--- src/hw/rtl/rrqs_pkg.sv ---
// Package for the round-robin quantum scheduler.
// Holds the payload structs, register and status codes, and shared constants.
// Used by every module of the block; depends on nothing.
package rrqs_pkg;

   localparam int QUEUE_DEPTH_DEF = 128;
   localparam int TIME_W = 24;
   localparam int JOB_W = 8;
   localparam int WAIT_W = 8;
   localparam int CSR_DATA_W = 32;
   localparam int CSR_ADDR_W = 3;

   localparam logic [TIME_W-1:0] QUANTUM_RESET = 24'd1000000;
   localparam logic [TIME_W-1:0] BUDGET_RESET = 24'd1500000;

   localparam logic ACTION_ADD = 1'b0;
   localparam logic ACTION_RUN = 1'b1;

   localparam logic REG_QUANTUM = 1'b0;
   localparam logic REG_BUDGET = 1'b1;

   localparam logic [1:0] STATUS_DONE = 2'd0;
   localparam logic [1:0] STATUS_FULL = 2'd1;
   localparam logic [1:0] STATUS_EMPTY = 2'd2;

   typedef struct packed {
      logic             action;
      logic [JOB_W-1:0] job_id;
   } req_type;

   typedef struct packed {
      logic [1:0]        status;
      logic [JOB_W-1:0]  served_job;
      logic [TIME_W-1:0] slice_us;
      logic              finished;
      logic [WAIT_W-1:0] jobs_waiting;
   } rsp_type;

   typedef struct packed {
      logic [TIME_W-1:0] quantum_us;
      logic [TIME_W-1:0] job_budget_us;
   } cfg_type;

   typedef struct packed {
      logic capture;
      logic commit;
   } cmd_type;

   typedef struct packed {
      logic [JOB_W-1:0]  job_id;
      logic [TIME_W-1:0] remaining;
   } entry_type;

endpackage

--- src/hw/rtl/round_robin_quantum_scheduler.sv ---
// Top level of the round-robin quantum scheduler.
// Instantiates rrqs_csr, rrqs_ctrl and rrqs_datapath; depends on rrqs_pkg.
//
// The request channel (req_valid, req_stall, req_data) carries one item per transfer:
// an add appends req_data.job_id at the ring tail with the job budget register as its
// remaining time, and a run grants the head job a slice of at most the quantum.
// Every item yields exactly one transfer on the response channel (rsp_valid,
// rsp_stall, rsp_data) with the status, served job, slice, finished flag and the
// number of jobs left in the ring.
// An item is accepted in the idle state, which reads the ring memory at the head; in
// the finish state, once the result register is free, the commit updates that entry's
// time, writes the ring at the tail and loads the result register. No new item is
// accepted before the commit; rsp_valid is registered with the result at the commit.
// While the result register holds an unaccepted result and rsp_stall is high, the
// item in flight waits and req_stall stays high; the result holds steady.
// Synchronous reset empties the ring, zeroes the head pointer, drops rsp_valid and
// loads the quantum and budget registers with their defaults; ring entries are not
// cleared, since only written entries are ever read.
// Configuration registers sit at byte address 0 (quantum) and 4 (job budget).
module round_robin_quantum_scheduler #(
   parameter int QUEUE_DEPTH = rrqs_pkg::QUEUE_DEPTH_DEF
) (
   input  logic                            clock,
   input  logic                            reset,
   input  logic                            req_valid,
   output logic                            req_stall,
   input  rrqs_pkg::req_type               req_data,
   output logic                            rsp_valid,
   input  logic                            rsp_stall,
   output rrqs_pkg::rsp_type               rsp_data,
   input  logic                            psel,
   input  logic                            penable,
   input  logic                            pwrite,
   input  logic [rrqs_pkg::CSR_ADDR_W-1:0] paddr,
   input  logic [rrqs_pkg::CSR_DATA_W-1:0] pwdata,
   output logic [rrqs_pkg::CSR_DATA_W-1:0] prdata,
   output logic                            pready
);
   import rrqs_pkg::*;

   cfg_type cfg;
   cmd_type cmd;

   rrqs_csr u_csr (
      .clock   (clock),
      .reset   (reset),
      .psel    (psel),
      .penable (penable),
      .pwrite  (pwrite),
      .paddr   (paddr),
      .pwdata  (pwdata),
      .prdata  (prdata),
      .pready  (pready),
      .cfg     (cfg)
   );

   rrqs_ctrl u_ctrl (
      .clock     (clock),
      .reset     (reset),
      .req_valid (req_valid),
      .req_stall (req_stall),
      .rsp_valid (rsp_valid),
      .rsp_stall (rsp_stall),
      .cmd       (cmd)
   );

   rrqs_datapath #(
      .QUEUE_DEPTH (QUEUE_DEPTH)
   ) u_datapath (
      .clock    (clock),
      .reset    (reset),
      .cmd      (cmd),
      .cfg      (cfg),
      .req_data (req_data),
      .rsp_data (rsp_data)
   );

endmodule

--- src/hw/rtl/rrqs_csr.sv ---
// Configuration registers of the round-robin quantum scheduler.
// An APB-style write and read port over the quantum and job budget registers.
// Depends on rrqs_pkg.
module rrqs_csr (
   input  logic                               clock,
   input  logic                               reset,
   input  logic                               psel,
   input  logic                               penable,
   input  logic                               pwrite,
   input  logic [rrqs_pkg::CSR_ADDR_W-1:0]    paddr,
   input  logic [rrqs_pkg::CSR_DATA_W-1:0]    pwdata,
   output logic [rrqs_pkg::CSR_DATA_W-1:0]    prdata,
   output logic                               pready,
   output rrqs_pkg::cfg_type                  cfg
);
   import rrqs_pkg::*;

   logic [TIME_W-1:0] quantum_ff, quantum_in;
   logic [TIME_W-1:0] budget_ff, budget_in;
   logic              write_en;

   assign pready = 1'b1;
   assign write_en = psel & penable & pwrite;

   always_comb begin
      quantum_in = quantum_ff;
      budget_in = budget_ff;
      if (write_en) begin
         unique case (paddr[2])
            REG_QUANTUM: quantum_in = pwdata[TIME_W-1:0];
            REG_BUDGET: budget_in = pwdata[TIME_W-1:0];
            default: quantum_in = quantum_ff;
         endcase
      end
   end

   always_ff @(posedge clock) begin
      if (reset) begin
         quantum_ff <= QUANTUM_RESET;
         budget_ff <= BUDGET_RESET;
      end else begin
         quantum_ff <= quantum_in;
         budget_ff <= budget_in;
      end
   end

   always_comb begin
      unique case (paddr[2])
         REG_QUANTUM: prdata = CSR_DATA_W'(quantum_ff);
         REG_BUDGET: prdata = CSR_DATA_W'(budget_ff);
         default: prdata = '0;
      endcase
   end

   assign cfg.quantum_us = quantum_ff;
   assign cfg.job_budget_us = budget_ff;

endmodule

--- src/hw/rtl/rrqs_ctrl.sv ---
// Controller of the round-robin quantum scheduler.
// A two-state machine that takes one item, commits it when the result register is free,
// and owns the result valid flag. Depends on rrqs_pkg.
module rrqs_ctrl (
   input  logic              clock,
   input  logic              reset,
   input  logic              req_valid,
   output logic              req_stall,
   output logic              rsp_valid,
   input  logic              rsp_stall,
   output rrqs_pkg::cmd_type cmd
);
   import rrqs_pkg::*;

   localparam logic ST_IDLE = 1'b0;
   localparam logic ST_FINISH = 1'b1;

   logic state_ff, state_in;
   logic rsp_valid_ff, rsp_valid_in;
   logic out_free;

   assign out_free = !rsp_valid_ff || !rsp_stall;

   always_comb begin
      state_in = state_ff;
      cmd.capture = 1'b0;
      cmd.commit = 1'b0;
      unique case (state_ff)
         ST_IDLE: begin
            if (req_valid) begin
               cmd.capture = 1'b1;
               state_in = ST_FINISH;
            end
         end
         ST_FINISH: begin
            if (out_free) begin
               cmd.commit = 1'b1;
               state_in = ST_IDLE;
            end
         end
         default: state_in = ST_IDLE;
      endcase
   end

   always_comb begin
      if (cmd.commit) begin
         rsp_valid_in = 1'b1;
      end else begin
         rsp_valid_in = rsp_valid_ff && rsp_stall;
      end
   end

   always_ff @(posedge clock) begin
      if (reset) begin
         state_ff <= ST_IDLE;
         rsp_valid_ff <= 1'b0;
      end else begin
         state_ff <= state_in;
         rsp_valid_ff <= rsp_valid_in;
      end
   end

   assign req_stall = (state_ff != ST_IDLE);
   assign rsp_valid = rsp_valid_ff;

endmodule

--- src/hw/rtl/rrqs_datapath.sv ---
// Datapath of the round-robin quantum scheduler.
// Holds the job ring memory, head pointer, job count, item and result registers.
// Depends on rrqs_pkg and is driven by commands from rrqs_ctrl.
module rrqs_datapath #(
   parameter int QUEUE_DEPTH = rrqs_pkg::QUEUE_DEPTH_DEF
) (
   input  logic              clock,
   input  logic              reset,
   input  rrqs_pkg::cmd_type cmd,
   input  rrqs_pkg::cfg_type cfg,
   input  rrqs_pkg::req_type req_data,
   output rrqs_pkg::rsp_type rsp_data
);
   import rrqs_pkg::*;

   localparam int PW = $clog2(QUEUE_DEPTH);
   localparam int CW = $clog2(QUEUE_DEPTH + 1);
   localparam logic [CW-1:0] DEPTH_CNT = CW'(QUEUE_DEPTH);
   localparam logic [CW:0] DEPTH_SUM = (CW + 1)'(QUEUE_DEPTH);
   localparam logic [PW-1:0] LAST_SLOT = PW'(QUEUE_DEPTH - 1);

   entry_type ring_mem [QUEUE_DEPTH];

   req_type           item_ff;
   entry_type         rd_ff;
   rsp_type           rsp_ff, rsp_in;
   logic [PW-1:0]     head_ff, head_in;
   logic [CW-1:0]     count_ff, count_in;
   logic [CW:0]       tail_sum;
   logic [CW:0]       tail_wrap;
   logic [PW-1:0]     tail_slot;
   logic [TIME_W-1:0] slice;
   logic [TIME_W-1:0] rem_left;
   logic              wr_en;
   entry_type         wr_data;
   logic [CW+WAIT_W-1:0] count_ext;

   assign tail_sum = {1'b0, CW'(head_ff)} + {1'b0, count_ff};
   assign tail_wrap = (tail_sum >= DEPTH_SUM) ? (tail_sum - DEPTH_SUM) : tail_sum;
   assign tail_slot = tail_wrap[PW-1:0];

   assign slice = (cfg.quantum_us < rd_ff.remaining) ? cfg.quantum_us : rd_ff.remaining;
   assign rem_left = rd_ff.remaining - slice;

   always_comb begin
      head_in = head_ff;
      count_in = count_ff;
      wr_en = 1'b0;
      wr_data.job_id = item_ff.job_id;
      wr_data.remaining = cfg.job_budget_us;
      rsp_in.status = STATUS_DONE;
      rsp_in.served_job = item_ff.job_id;
      rsp_in.slice_us = '0;
      rsp_in.finished = 1'b0;
      if (cmd.commit) begin
         unique case (item_ff.action)
            ACTION_ADD: begin
               if (count_ff == DEPTH_CNT) begin
                  rsp_in.status = STATUS_FULL;
               end else begin
                  wr_en = 1'b1;
                  count_in = count_ff + 1'b1;
               end
            end
            ACTION_RUN: begin
               if (count_ff == '0) begin
                  rsp_in.status = STATUS_EMPTY;
                  rsp_in.served_job = '0;
               end else begin
                  rsp_in.served_job = rd_ff.job_id;
                  rsp_in.slice_us = slice;
                  wr_data.job_id = rd_ff.job_id;
                  wr_data.remaining = rem_left;
                  if (rem_left == '0) begin
                     rsp_in.finished = 1'b1;
                     count_in = count_ff - 1'b1;
                  end else begin
                     wr_en = 1'b1;
                  end
                  head_in = (head_ff == LAST_SLOT) ? '0 : head_ff + 1'b1;
               end
            end
            default: rsp_in.status = STATUS_DONE;
         endcase
      end
      count_ext = {{WAIT_W{1'b0}}, count_in};
      rsp_in.jobs_waiting = count_ext[WAIT_W-1:0];
   end

   always_ff @(posedge clock) begin
      if (wr_en) begin
         ring_mem[tail_slot] <= wr_data;
      end
      if (cmd.capture) begin
         rd_ff <= ring_mem[head_ff];
      end
   end

   always_ff @(posedge clock) begin
      if (cmd.capture) begin
         item_ff <= req_data;
      end
      if (cmd.commit) begin
         rsp_ff <= rsp_in;
      end
   end

   always_ff @(posedge clock) begin
      if (reset) begin
         head_ff <= '0;
         count_ff <= '0;
      end else begin
         head_ff <= head_in;
         count_ff <= count_in;
      end
   end

   assign rsp_data = rsp_ff;

endmodule

--- config.mk ---
export PLATFORM = sky130hd
export DESIGN_NAME = round_robin_quantum_scheduler
export DESIGN_NICKNAME = d
export VERILOG_FILES = /design/src/hw/rtl/rrqs_pkg.sv /design/src/hw/rtl/round_robin_quantum_scheduler.sv /design/src/hw/rtl/rrqs_csr.sv /design/src/hw/rtl/rrqs_ctrl.sv /design/src/hw/rtl/rrqs_datapath.sv
export SDC_FILE = /design/constraint.sdc
export NUM_CORES = 2
export LEC_CHECK = 0
export BUFFER_PORTS_ARGS = -buffer_cell sky130_fd_sc_hd__buf_2
export CORE_UTILIZATION = 40
export DETAILED_ROUTE_END_ITERATION = 8
export PLACE_DENSITY_LB_ADDON = 0.08
export SYNTH_ARGS = -nofsm -noshare
export SYNTH_HDL_FRONTEND = slang
export SYNTH_SLANG_ARGS = --single-unit
export TNS_END_PERCENT = 100
--- constraint.sdc ---
create_clock -name clock -period 13.08 [get_ports clock]
set_input_delay 2.616 -clock clock [delete_from_list [all_inputs] [get_ports clock]]
set_output_delay 2.616 -clock clock [all_outputs]
set_load 0.005 [all_outputs]
==> results.md <==
* P&R area growth vs syn at 14.1%
* Area of the mapped netlist at ~160000 µm²
* Final setup violation count at 0
* Antenna-violating nets left at 0
* Final cell count without fillers at ~13000
* Clock Skews at 0.0698 ns
* Post-synthesis cell type with the largest combined area: edfxtp_1
* Final period utilization at about two thirds
* GRT overflow at 0
* Summed negative setup slack over all endpoints at 0 ns
* Critical Path Start Type: flop
* Maximum vdd drop at 0.000126 V
* Synthesis Warnings at 0
* Required time of the critical path at between 10 and 15 ns
* Synthesis-stage register bit count at between 4000 and 5000
* Worst setup path endpoint: u_datapath.ring_mem[117][21]$_DFFE_PP_
* Via-per-instance ratio at 5.74
* Clock period minus worst slack at 8.57 ns
* Hold/Removal Path Class: reg2reg
* Area of the die at 414000 µm²
* Critical R2R Capture: u_datapath.ring_mem[117][21]$_DFFE_PP_
* Reg-to-Reg Start: u_datapath.rd_ff[22]$_DFFE_PP_
* CTS H-tree lvls at 5
* Cells after synthesis at roughly 7000
* Setup Crit Path Kind: reg2reg
* Max-slew violation count at 0
* Die Width at around 640 µm
* Number of synthesized flops with an enable pin at about 4200
* Maximum root-to-sink buffer count at 4
* Average wire length per cell after detail routing at between 30 and 40 µm
* Hold Startpoint: u_csr.budget_ff[2]$_SDFFE_PP0P_
* Max-cap violation count at 0
* Proportion of synthesized area in mux cells at between 10% and 20%
* Critical path origin: u_datapath.rd_ff[22]$_DFFE_PP_
* Boundary pin count at about 130
* Remaining max-slew budget at the tightest pin at between 10% and 20%
* Post-CTS setup-driven buffer insertion count at 0
* Port buffer count at approximately 110
* Register area share after synthesis at 77.0%
* Placer's final routability congestion estimate at about 0.8
* Pin count of the biggest net entering global routing at 116
* Run status: finished, final reports clean
* Multi-input logic area at about 37000 µm²
* Standard cell core area at just over 400000 µm²
* Portion of synthesized cell area occupied by the leading cell type at roughly 76%
* Top_reg_cell synth: edfxtp_1
* TritonCTS clock tree: yes
* Post-route DRC at 0
* Cts-stage hold buffer count at 0
* Most frequent cells in the layout: 4180 x edfxtp_1, 1343 x mux4_2, 450 x clkbuf_16
* Final Hold Fails at 0
* Storage element area at between 100000 and 150000 µm²
* Post-synth ARST share at 0%
* XOR/XNOR Fraction of Synth Area at less than 1%
* Number of iterations in the first detailed-routing pass at 5
* RSZ-0062 raised after global routing: no
* CP Data Arrival Time at slightly above 9 ns
* Clock-pin slew on the worst setup and hold paths at 0.06 ns
* Clock network latency to the later pin of the worst-skew pair at roughly 1.0 ns
* Fraction of the mapped netlist area in compound gates at less than 1%
* Detail Placement HPWL at between 200000 and 250000 µm
* Largest fanout on the critical path at 56
* Antenna violations before repair at between 50 and 60
* Total instance count after detailed placement at 12400
* Cts repair resizes at 0
* First-iteration detailed-routing DRC count at between 7000 and 8000
* Kind of end point of the critical path: flop
* Yosys cell types at 74
* Post-layout nets at between 7000 and 8000
* Fraction of the mapped netlist area in simple logic gates at about 1.6%
* Post-Route WL at 449000 µm
* Filler Cells Inserted at 33800
* Largest cells by area after synthesis: edfxtp_1 76%, mux4_2 18%, dfxtp_1 0.79%, nand2_1 0.54%, clkbuf_1 0.53%
* Initial cell density of the core at 40.2%
* Overall power at 28.0 mW
* DR vias at 76100
* Static power due to leakage at about 57 nW
* GRT Total Usage at between 20% and 30%
* Slew at the pin with the worst max-slew slack at 1.31 ns
* Total number of clock tree sinks at ~4200
* Internal reg-to-reg setup slack at around 4.5 ns
* Vias in the first global route at slightly below 80000
* Main combinational cell family by area after synthesis: multiplexers
* Post-synthesis share of cell area spent on full adders, half adders and majority gates at less than 1%
* Power per unit of standard cell area at approximately 150 nW/µm²
* Depth of the worst register-to-register path at 23
* Clk root buf: clkbuf_16
* Maximum operating frequency at around 120 MHz
* Total clock buffers created by CTS at around 440
* Wire length of the first global-routing pass at approximately 620000 µm
* Syn Area/Cell at approximately 24 µm²
* Fraction of final layout cells with drive strength greater than 1 at between 30 and 40%
* Die height at around 640 µm
* Row Count at between 200 and 250
* Commonest non-fill, non-tap cell in the layout: edfxtp_1
[synthesized netlist by cell type (5+ instances only)]
master / count
a21boi_0: 6
a21o_1: 17
a21oi_1: 79
a31oi_1: 5
and3_1: 7
buf_1: 110
buf_2: 14
buf_4: 13
clkbuf_1: 233
dfxtp_1: 65
edfxtp_1: 4180
ha_1: 56
inv_1: 37
mux2_2: 60
mux2i_1: 30
mux4_2: 1343
nand2_1: 236
nand3_1: 23
nand3b_1: 18
nand4_1: 22
nor2_1: 152
nor2b_1: 9
nor3_1: 70
nor4_1: 7
o211ai_1: 8
o21ai_0: 36
o2bb2ai_1: 10
or2_2: 7
or3_1: 7
xnor2_1: 14
xor2_1: 12
[per-stage QoR]
step	hold slack [ns]	area, µm²	utilization (%)	worst slack, ns
after floorplan	0.443	165000	-	2.96
after CTS	0.474	188000	45.8	4.55
final	0.475	188000	45.9	4.51
after global placement	0.461	174000	42.4	4.54
after global routing	0.495	188000	45.8	4.20
after detailed placement	0.466	174000	42.4	4.56
[layer usage]
metal | GRT usage (%) | share of wire (%)
met3 | 3.73 | 6.3
met1 | 31.3 | 44
met4 | 4.87 | 2.2
met5 | 0 | 0.011
met2 | 34.0 | 47
[critical path, stage by stage, from the launching register on]
cell and delay (ns):
edfxtp_1 0.41, inv_1 0.07, ha_1 0.31, nand4_1 0.13, nor3_1 0.41, inv_1 0.07
a2111oi_0 0.91, nor2_2 0.03, buf_4 0.30, mux2i_1 0.32, inv_1 0.11, fa_1 0.47
nand2b_1 0.20, a21bo_2 0.26, a21boi_0 0.41, o22ai_1 0.20, nor4b_1 0.49, nand4b_1 0.28
nor4_4 0.83, nor2_1 0.16, nor2_4 0.14, buf_4 0.80, nor3_2 0.30, buf_4 0.41
[flip-flops by register name, indices dropped and copies added (netlist names)]
signal and flops:
u_ctrl.rsp_valid 1, u_datapath.item_ff 9, u_datapath.ring_mem 4096, u_csr.quantum_ff 24, u_datapath.rsp_data 43, u_ctrl.req_stall 1, u_datapath.rd_ff 32, u_datapath.count_ff 8
u_datapath.head_ff 7, u_csr.budget_ff 24
[final cells by class]
class                   instances  share of cell area (%)
diodes                         36                  0.0480
clock buffers                 552                    6.22
clock inverters               241                    1.17
inverters                      39                  0.0779
multi-input cells            2322                    19.9
flip-flops and latches       4245                    67.5
well taps                    5451                    3.63
repair buffers                370                    1.41
[kinds of logic after synthesis]
family,after synthesis
multiplexers,1435
AND/OR/NAND/NOR,576
buffers and inverters,411
AO/OA/AOI/OAI,218
flip-flops,4245
adder cells (fa/ha/maj),58
XOR/XNOR,26
other,2
[worst min path at each step]
| stage | cells after the start | endpoint | slack, ns |
|---|---|---|---|
| 3_3_place_gp | 2 | u_csr.budget_ff[16]$_SDFFE_PP0P_ | 0.46 |
| 5_1_grt | 2 | u_csr.budget_ff[23]$_SDFFE_PP0P_ | 0.49 |
| 6_report | 2 | u_csr.budget_ff[2]$_SDFFE_PP0P_ | 0.48 |
| 4_1_cts | 2 | u_csr.budget_ff[2]$_SDFFE_PP0P_ | 0.47 |
| 2_1_floorplan | 2 | u_csr.budget_ff[3]$_SDFFE_PP0P_ | 0.44 |
| 3_5_place_dp | 2 | u_csr.budget_ff[19]$_SDFFE_PP0P_ | 0.47 |
[where the power goes]
group	switching (mW)	leakage (nW)	total (mW)	internal [mW]
Sequential	0.0207	38.6	15.0	15.0
Combinational	0.564	11.3	0.788	0.225
Clock	5.15	6.78	12.2	7.05
Total	5.73	56.6	28.0	22.2
Note: power is estimated with default switching activity, not from simulation.
